File: config.mk
export PLATFORM = sky130hd
export DESIGN_NAME = midi_track_event_parser_unit
export DESIGN_NICKNAME = d
export VERILOG_FILES = /design/src/hdl/mtep_pkg.sv /design/src/hdl/mtep_step.sv /design/src/hdl/midi_track_event_parser_unit.sv
export SDC_FILE = /design/constraint.sdc
export NUM_CORES = 1
export LEC_CHECK = 0
export BUFFER_PORTS_ARGS = -buffer_cell sky130_fd_sc_hd__buf_2
export CAP_MARGIN = 10
export CORE_MARGIN = 4
export CORE_UTILIZATION = 55
export CTS_CLUSTER_SIZE = 25
export DETAILED_ROUTE_END_ITERATION = 8
export GPL_TIMING_DRIVEN = 0
export PLACE_DENSITY_LB_ADDON = 0.1
export REMOVE_ABC_BUFFERS = 1
export SLEW_MARGIN = 10
export SYNTH_ARGS = -nofsm -noshare
export SYNTH_HDL_FRONTEND = slang
export SYNTH_SLANG_ARGS = --single-unit
File: constraint.sdc
create_clock -name clk -period 32.8 [get_ports clk]
set_clock_uncertainty 0.15 [all_clocks]
set_input_delay 4.92 -clock clk [delete_from_list [all_inputs] [get_ports clk]]
set_output_delay 4.92 -clock clk [all_outputs]
set_load 0.01 [all_outputs]
File: src/hdl/mtep_pkg.sv
// ---------------------------------------------------------------------------
// mtep_pkg: shared types and constants of the track event parser
// Parse phases, event kinds, parser state and result records.
// ---------------------------------------------------------------------------
`default_nettype none

package mtep_pkg;

  typedef enum logic [7:0] {
    PH_DELTA  = 8'b0000_0001,
    PH_STATUS = 8'b0000_0010,
    PH_DATA1  = 8'b0000_0100,
    PH_DATA2  = 8'b0000_1000,
    PH_MTYPE  = 8'b0001_0000,
    PH_MLEN   = 8'b0010_0000,
    PH_TEMPO  = 8'b0100_0000,
    PH_SKIP   = 8'b1000_0000
  } phase_t;

  typedef enum logic [2:0] {
    EV_NOTE_OFF       = 3'd0,
    EV_NOTE_ON        = 3'd1,
    EV_SILENT         = 3'd2,
    EV_TEMPO          = 3'd3,
    EV_END_OF_TRACK   = 3'd4,
    EV_MISSING_STATUS = 3'd5
  } kind_t;

  localparam logic [7:0] META_END_OF_TRACK = 8'h2f;
  localparam logic [7:0] META_TEMPO        = 8'h51;
  localparam logic [4:0] SILENT_CH_RESET   = 5'd9;

  typedef struct packed {
    phase_t      phase;
    logic [31:0] delta_accum;
    logic [7:0]  running_status;
    logic [7:0]  current_status;
    logic [6:0]  first_data;
    logic [7:0]  meta_type;
    logic [31:0] meta_remaining;
    logic [31:0] tempo_accum;
    logic [2:0]  tempo_bytes_taken;
    logic        track_done;
  } parse_state_t;

  localparam parse_state_t PARSE_CLEAR = '{
    phase:             PH_DELTA,
    delta_accum:       32'd0,
    running_status:    8'd0,
    current_status:    8'd0,
    first_data:        7'd0,
    meta_type:         8'd0,
    meta_remaining:    32'd0,
    tempo_accum:       32'd0,
    tempo_bytes_taken: 3'd0,
    track_done:        1'b0
  };

  typedef struct packed {
    logic        valid;
    kind_t       kind;
    logic [3:0]  channel;
    logic [6:0]  note;
    logic [6:0]  velocity;
    logic [5:0]  volume;
    logic [31:0] delta_time;
    logic [31:0] tempo_value;
  } result_t;

endpackage

`default_nettype wire

File: src/hdl/mtep_step.sv
// ---------------------------------------------------------------------------
// mtep_step: one-byte parse step
// Next parser state and the optional event for one track byte.
// ---------------------------------------------------------------------------
`default_nettype none

module mtep_step
  import mtep_pkg::*;
(
  input  parse_state_t cur,
  input  logic         track_start,
  input  logic [7:0]   data_byte,
  input  logic [4:0]   silent_channel,
  output parse_state_t nxt,
  output result_t      res
);

  // 2*y/7 by reciprocal multiply, one correction step
  function automatic logic [5:0] volume_of(input logic [6:0] y);
    logic [7:0]  x;
    logic [14:0] p;
    logic [5:0]  q;
    logic [8:0]  r;
    x = {y, 1'b0};
    p = {7'd0, x} * 15'd73;
    q = p[14:9];
    r = {1'b0, x} - ({3'd0, q} * 9'd7);
    if (r >= 9'd7) begin
      q = q + 6'd1;
    end
    return q;
  endfunction

  parse_state_t s0;
  logic [7:0]   b;
  logic [6:0]   b7;
  logic [31:0]  rem_dec;
  logic [31:0]  tempo_sh;
  logic [2:0]   taken_inc;
  logic [31:0]  mlen_sh;
  logic [7:0]   first_st;

  assign s0        = track_start ? PARSE_CLEAR : cur;
  assign b         = data_byte;
  assign b7        = data_byte[6:0];
  assign rem_dec   = s0.meta_remaining - 32'd1;
  assign tempo_sh  = {s0.tempo_accum[23:0], b};
  assign taken_inc = s0.tempo_bytes_taken + 3'd1;
  assign mlen_sh   = {s0.meta_remaining[24:0], b7};
  // status seen by the first data byte: running status when it is reused
  assign first_st  = (s0.phase == PH_STATUS) ? s0.running_status : s0.current_status;

  always_comb begin
    nxt = s0;
    res = '{valid: 1'b0, kind: EV_NOTE_OFF, channel: 4'd0, note: 7'd0, velocity: 7'd0,
            volume: 6'd0, delta_time: s0.delta_accum, tempo_value: 32'd0};

    if (!s0.track_done) begin
      case (s0.phase)
        PH_STATUS: begin
          if (b[7]) begin
            nxt.current_status = b;
            if (b[7:4] != 4'hf) begin
              nxt.running_status = b;
              nxt.phase = PH_DATA1;
            end else if (b[3:0] == 4'hf) begin
              nxt.phase = PH_MTYPE;
            end else begin
              if (!b[3]) begin
                nxt.running_status = 8'd0;
              end
              nxt.phase = PH_DELTA;
              nxt.delta_accum = 32'd0;
            end
          end else if (s0.running_status[7]) begin
            nxt.current_status = s0.running_status;
            if (first_st[7:4] == 4'hc || first_st[7:4] == 4'hd) begin
              nxt.phase = PH_DELTA;
              nxt.delta_accum = 32'd0;
            end else begin
              nxt.first_data = b7;
              nxt.phase = PH_DATA2;
            end
          end else begin
            // data byte with no status: flag it, byte becomes next delta
            res.valid = 1'b1;
            res.kind = EV_MISSING_STATUS;
            nxt.delta_accum = {24'd0, b};
            nxt.phase = PH_STATUS;
          end
        end
        PH_DATA1: begin
          if (first_st[7:4] == 4'hc || first_st[7:4] == 4'hd) begin
            nxt.phase = PH_DELTA;
            nxt.delta_accum = 32'd0;
          end else begin
            nxt.first_data = b7;
            nxt.phase = PH_DATA2;
          end
        end
        PH_DATA2: begin
          res.channel = s0.current_status[3:0];
          res.note = s0.first_data;
          res.velocity = b7;
          if (s0.current_status[7:4] == 4'h8) begin
            res.valid = 1'b1;
            res.kind = EV_NOTE_OFF;
          end else if (s0.current_status[7:4] == 4'h9) begin
            res.valid = 1'b1;
            if ({1'b0, s0.current_status[3:0]} == silent_channel) begin
              res.kind = EV_SILENT;
            end else if (b7 == 7'd0) begin
              res.kind = EV_NOTE_OFF;
            end else begin
              res.kind = EV_NOTE_ON;
              res.volume = volume_of(b7);
            end
          end
          nxt.phase = PH_DELTA;
          nxt.delta_accum = 32'd0;
        end
        PH_MTYPE: begin
          nxt.meta_type = b;
          nxt.meta_remaining = 32'd0;
          nxt.phase = PH_MLEN;
        end
        PH_MLEN: begin
          nxt.meta_remaining = mlen_sh;
          if (!b[7]) begin
            if (s0.meta_type == META_END_OF_TRACK) begin
              res.valid = 1'b1;
              res.kind = EV_END_OF_TRACK;
              nxt.phase = PH_DELTA;
              nxt.delta_accum = 32'd0;
              nxt.track_done = 1'b1;
            end else if (s0.meta_type == META_TEMPO) begin
              nxt.tempo_accum = 32'd0;
              nxt.tempo_bytes_taken = 3'd0;
              if (mlen_sh == 32'd0) begin
                res.valid = 1'b1;
                res.kind = EV_TEMPO;
                res.tempo_value = 32'd1;
                nxt.phase = PH_DELTA;
                nxt.delta_accum = 32'd0;
              end else begin
                nxt.phase = PH_TEMPO;
              end
            end else if (mlen_sh == 32'd0) begin
              nxt.phase = PH_DELTA;
              nxt.delta_accum = 32'd0;
            end else begin
              nxt.phase = PH_SKIP;
            end
          end
        end
        PH_TEMPO: begin
          nxt.tempo_accum = tempo_sh;
          nxt.tempo_bytes_taken = taken_inc;
          nxt.meta_remaining = rem_dec;
          if (rem_dec == 32'd0 || taken_inc >= 3'd4) begin
            res.valid = 1'b1;
            res.kind = EV_TEMPO;
            res.tempo_value = (tempo_sh == 32'd0) ? 32'd1 : tempo_sh;
            if (rem_dec == 32'd0) begin
              nxt.phase = PH_DELTA;
              nxt.delta_accum = 32'd0;
            end else begin
              nxt.phase = PH_SKIP;
            end
          end
        end
        PH_SKIP: begin
          if (s0.meta_remaining != 32'd0) begin
            nxt.meta_remaining = rem_dec;
          end
          if (s0.meta_remaining == 32'd0 || rem_dec == 32'd0) begin
            nxt.phase = PH_DELTA;
            nxt.delta_accum = 32'd0;
          end
        end
        default: begin
          // delta phase: seven bits per byte, continuation in bit 7
          nxt.delta_accum = {s0.delta_accum[24:0], b7};
          nxt.phase = b[7] ? PH_DELTA : PH_STATUS;
        end
      endcase
    end
  end

endmodule

`default_nettype wire

File: src/hdl/midi_track_event_parser_unit.sv
// ---------------------------------------------------------------------------
// midi_track_event_parser_unit: track data event parser
// Parses a byte stream of track data into note, tempo and end events.
// ---------------------------------------------------------------------------
// Takes one track byte per clock on the in_ channel while in_stall is low and
// reports at most one event per byte on the out_ channel, in the cycle after
// the byte is taken. A byte is parsed combinationally by the step logic
// between the parser state registers and the output register, so the
// sustained rate is one byte per cycle; in_stall rises only while a
// finished event is held in the output register and out_stall is high.
// Bytes that complete no reportable event produce no request. Assert
// in_track_start on the first byte of each track; after an end-of-track
// event all bytes are dropped until the next track start. The silent
// channel register may be written at any time the block is idle.
`default_nettype none

module midi_track_event_parser_unit
  import mtep_pkg::*;
(
  input  wire logic        clk,
  input  wire logic        rst_n,
  input  wire logic        cfg_wr_en,
  input  wire logic [4:0]  cfg_wr_data,
  input  wire logic        in_valid,
  output logic             in_stall,
  input  wire logic        in_track_start,
  input  wire logic [7:0]  in_data_byte,
  output logic             out_valid,
  input  wire logic        out_stall,
  output logic [2:0]       out_event_kind,
  output logic [3:0]       out_channel,
  output logic [6:0]       out_note,
  output logic [6:0]       out_velocity,
  output logic [5:0]       out_volume,
  output logic [31:0]      out_delta_time,
  output logic [31:0]      out_tempo_value
);

  logic [4:0]   silent_ch_r;
  parse_state_t state_r;
  parse_state_t state_nxt;
  result_t      step_res;
  result_t      res_r;
  logic         out_valid_r;
  logic         out_valid_nxt;
  logic         in_accept;

  assign in_stall  = out_valid_r & out_stall;
  assign in_accept = in_valid & ~in_stall;

  mtep_step u_step (
    .cur            (state_r),
    .track_start    (in_track_start),
    .data_byte      (in_data_byte),
    .silent_channel (silent_ch_r),
    .nxt            (state_nxt),
    .res            (step_res)
  );

  always_comb begin
    out_valid_nxt = out_valid_r & out_stall;
    if (in_accept) begin
      out_valid_nxt = step_res.valid;
    end
  end

  always_ff @(posedge clk) begin
    if (!rst_n) begin
      silent_ch_r <= SILENT_CH_RESET;
      state_r     <= PARSE_CLEAR;
      out_valid_r <= 1'b0;
    end else begin
      if (cfg_wr_en) begin
        silent_ch_r <= cfg_wr_data;
      end
      if (in_accept) begin
        state_r <= state_nxt;
      end
      out_valid_r <= out_valid_nxt;
    end
  end

  // payload only, no reset needed
  always_ff @(posedge clk) begin
    if (in_accept && step_res.valid) begin
      res_r <= step_res;
    end
  end

  assign out_valid       = out_valid_r;
  assign out_event_kind  = res_r.kind;
  assign out_channel     = res_r.channel;
  assign out_note        = res_r.note;
  assign out_velocity    = res_r.velocity;
  assign out_volume      = res_r.volume;
  assign out_delta_time  = res_r.delta_time;
  assign out_tempo_value = res_r.tempo_value;

  // nothing comes out after end of track until a new track starts
  assert property (@(posedge clk) disable iff (!rst_n)
    (in_accept && !in_track_start && state_r.track_done) |=> !out_valid_r)
    else $error("event reported after end of track");

  assert property (@(posedge clk) disable iff (!rst_n)
    (out_valid_r && out_event_kind == EV_TEMPO) |-> (out_tempo_value != 32'd0))
    else $error("tempo event with zero value");

  assert property (@(posedge clk) disable iff (!rst_n)
    (out_valid_r && out_event_kind != EV_NOTE_ON) |-> (out_volume == 6'd0))
    else $error("volume set on non note-on event");

  assert property (@(posedge clk) disable iff (!rst_n)
    (in_accept && in_track_start) |=> !state_r.track_done)
    else $error("track start did not clear end of track");

endmodule

`default_nettype wire
==> results.ini <==
[status]
status = completed

[clock_tree]
cts_resized = 0
cts_buffer_depth = 3
numCtsBuffers = 25
clk_pin_slew_ps = 60
post_cts_buffers = 0
clock_latency_ps = 530
cts-root-buf = clkbuf_16
clock-sinks = 228
cts_tree = built
htree_levels = 1
ctsHoldBuffers = 0

[setup_path]
cp.arrival_ps = 12350
cpPeakStageDelay_ps = 810
crit_top_cell = ha_1
critPathLaunchType = primary input
slowest_stage = nor3_1
crit_fanout = 16
path_buf_inv = 3
critPathRequiredTime_ps = 32900
crit_type = in -> reg
endpoint_kind = register
path_delay_family = adder cells

[timing]
fmax_mhz = 81.6
worstMarginPinSlew_ps = 1280
hold_viol = 0
setup_viol = 0
finalSetupTns_ps = 0
finalCriticalPeriod_ps = 12250
min_period_over_period = 0.374
holdWs_ps = 311
drv_slew = 0
slew_headroom = 0.148
setup_ws_ps = 20550
grt_setup_unrepaired = no

[detailed_routing]
viasPerCell = 6.39
drt_iter0_drc = 1153
route.detailed.drc = 0
totalWireLength_um = 34900
dr.pass1.iters = 6
num_vias = 11200
detail-route-antenna-nets = 0
wl_per_cell_um = 19.9

[final_layout]
nets = 1518
final_cell_count_no_fill = 1752
drive_gt1_frac = 0.139
mostFrequentLayoutCell = nor2_1
antenna_cells = 0
area_growth_pct = 12.7
nFillCells = 1904
post-route-util = 0.639
most-common-layout-cells = nor2_1, dfxtp_1, buf_2, edfxtp_1, nand2_1

[synthesis]
synth_area_per_cell_sq_um = 8.95
synth.distinct_cells = 85
synthFlopType = dfxtp_1
syn_area_sq_um = 12500
yosysWarnings = 0
yosysSeqAreaShare = 0.437
synth-seq-cells = 228
synth-async-reset-ratio = 0
syn_inst = 1399
synth-edff-count = 91

[pwr]
peakVddDrop_mv = 0.0835
power_density_nw_per_um2 = 54.9
p_leak_uw = 0.00534

[global_routing]
grt-ovfl-total = 0
grt_pass1_vias = 10400
grt_max_degree = 97
grt_util_all_layers = 0.264
grt_pass1_wl_um = 56200
antenna_found_initial = 1

[placement]
post-dp-hpwl_um = 23700
pre_cts_slack_ps = 20170
dp_cells = 1707
port_buffers = 111
gp_congestion = 0.953

[die]
die-width_um = 159
die_y_um = 159
fp.dieArea_sq_um = 25200
core_area_sq_um = 22100
start_util = 0.567
ios = 112
rows = 54

[hold_path]
hold_path.class = reg -> reg

[run]
drv_cap = 0

-- cell type report --
type | count | area [sq um] | area share
Tap cell | 280 | 350 | 0.0248
Timing Repair Buffer | 128 | 810 | 0.0574
Inverter | 49 | 189 | 0.0134
Multi-Input combinational cell | 1022 | 6500 | 0.461
Clock inverter | 12 | 106 | 0.00754
Sequential cell | 228 | 5480 | 0.388
Clock buffer | 33 | 676 | 0.0479
-- Yosys cell counts, types with 5 or more instances --
cell        n  area share
a211oi_1   10      0.0060
inv_1      46       0.014
o31ai_1     8      0.0048
xor2_1     10      0.0070
or2_2       5      0.0025
o21ai_1     5      0.0020
ha_1       40       0.040
nand2_1    91       0.027
a22oi_1    62       0.037
nand3_1    30       0.012
a31oi_1    15      0.0075
nor2_1    165       0.049
a21oi_1    86       0.034
mux2i_1    12      0.0096
buf_6       6      0.0054
and3_1     16      0.0080
edfxtp_1   91        0.22
o22ai_1    16      0.0080
or3_1      20       0.010
a31o_2      5      0.0035
o211ai_1    9      0.0054
nand4_1    14      0.0070
a22o_1     28       0.020
nand2b_1    7      0.0035
a21o_1     13      0.0078
buf_1       8      0.0024
dfxtp_1   137        0.22
fa_1        5      0.0080
nor4b_1     8      0.0056
o21a_1      9      0.0054
and2_1     37       0.018
o21ai_0    81       0.032
nor3_1     46       0.018
xnor2_1    16       0.011
nor4_1     20       0.010
or4_1       7      0.0042
clkbuf_1   84       0.025
a221oi_1    6      0.0042
nor2b_1    45       0.022
-- metal layers --
metal | GRT usage | wire length, um | vias up
met5 | 0 | 0 | -
met4 | 0.0785 | 963 | 0
met3 | 0.0438 | 2750 | 82
met2 | 0.435 | 16200 | 485
met1 | 0.362 | 14900 | 5353
li1 | - | - | 5272
-- worst reg2reg max path, stage by stage (launching register included) --
cell and delay [ps]:
dfxtp_1 380, nand2_1 220, ha_1 610, inv_1 160
nor3_1 800, a31oi_1 180, a31oi_1 300, nand4_1 210
nor4_2 280, nand4b_2 270, a21o_1 310, a311oi_4 620
buf_8 240, buf_6 160, buf_8 160
-- sequential cells by signal, indices dropped and copies added, names as in the netlist, 3 cells and up --
name	count
out_velocity	7
state_r	131
out_delta_time	32
out_channel	4
out_tempo_value	32
out_volume	6
silent_ch_r	5
out_event_kind	3
out_note	7
-- worst paths after layout --
check | from | end | slack, ps | cells past startpoint
worst max-delay path | in_data_byte[5] | out_volume[3] | 20550 | 25
worst min-delay path | state_r[94] | state_r[94] | 310 | 2
worst max register to register | state_r[36] | out_volume[5] | 27440 | 14
worst min register to register | state_r[94] | state_r[94] | 310 | 2
-- logic make-up after synthesis --
kind of cell,share of synthesized area
buf+inv,0.0485
flops,0.437
fa+ha+maj,0.0480
xor+xnor,0.0182
simple gates,0.225
mux,0.00959
compound gates,0.213
-- stage by stage --
step                      total power [uW]  area (sq um)
after global placement                 504         13000
after floorplan                        460         12100
after CTS                              776         14100
final                                  774         14100
after global routing                   818         14100
after detailed placement               510         13300
-- report_power, final --
part / switching [uW] / total [uW] / internal [uW]
clock: 114 / 267 / 154
combinational: 126 / 207 / 80.9
sequential: 4.25 / 300 / 296
Power figures use the tool's default switching activity.
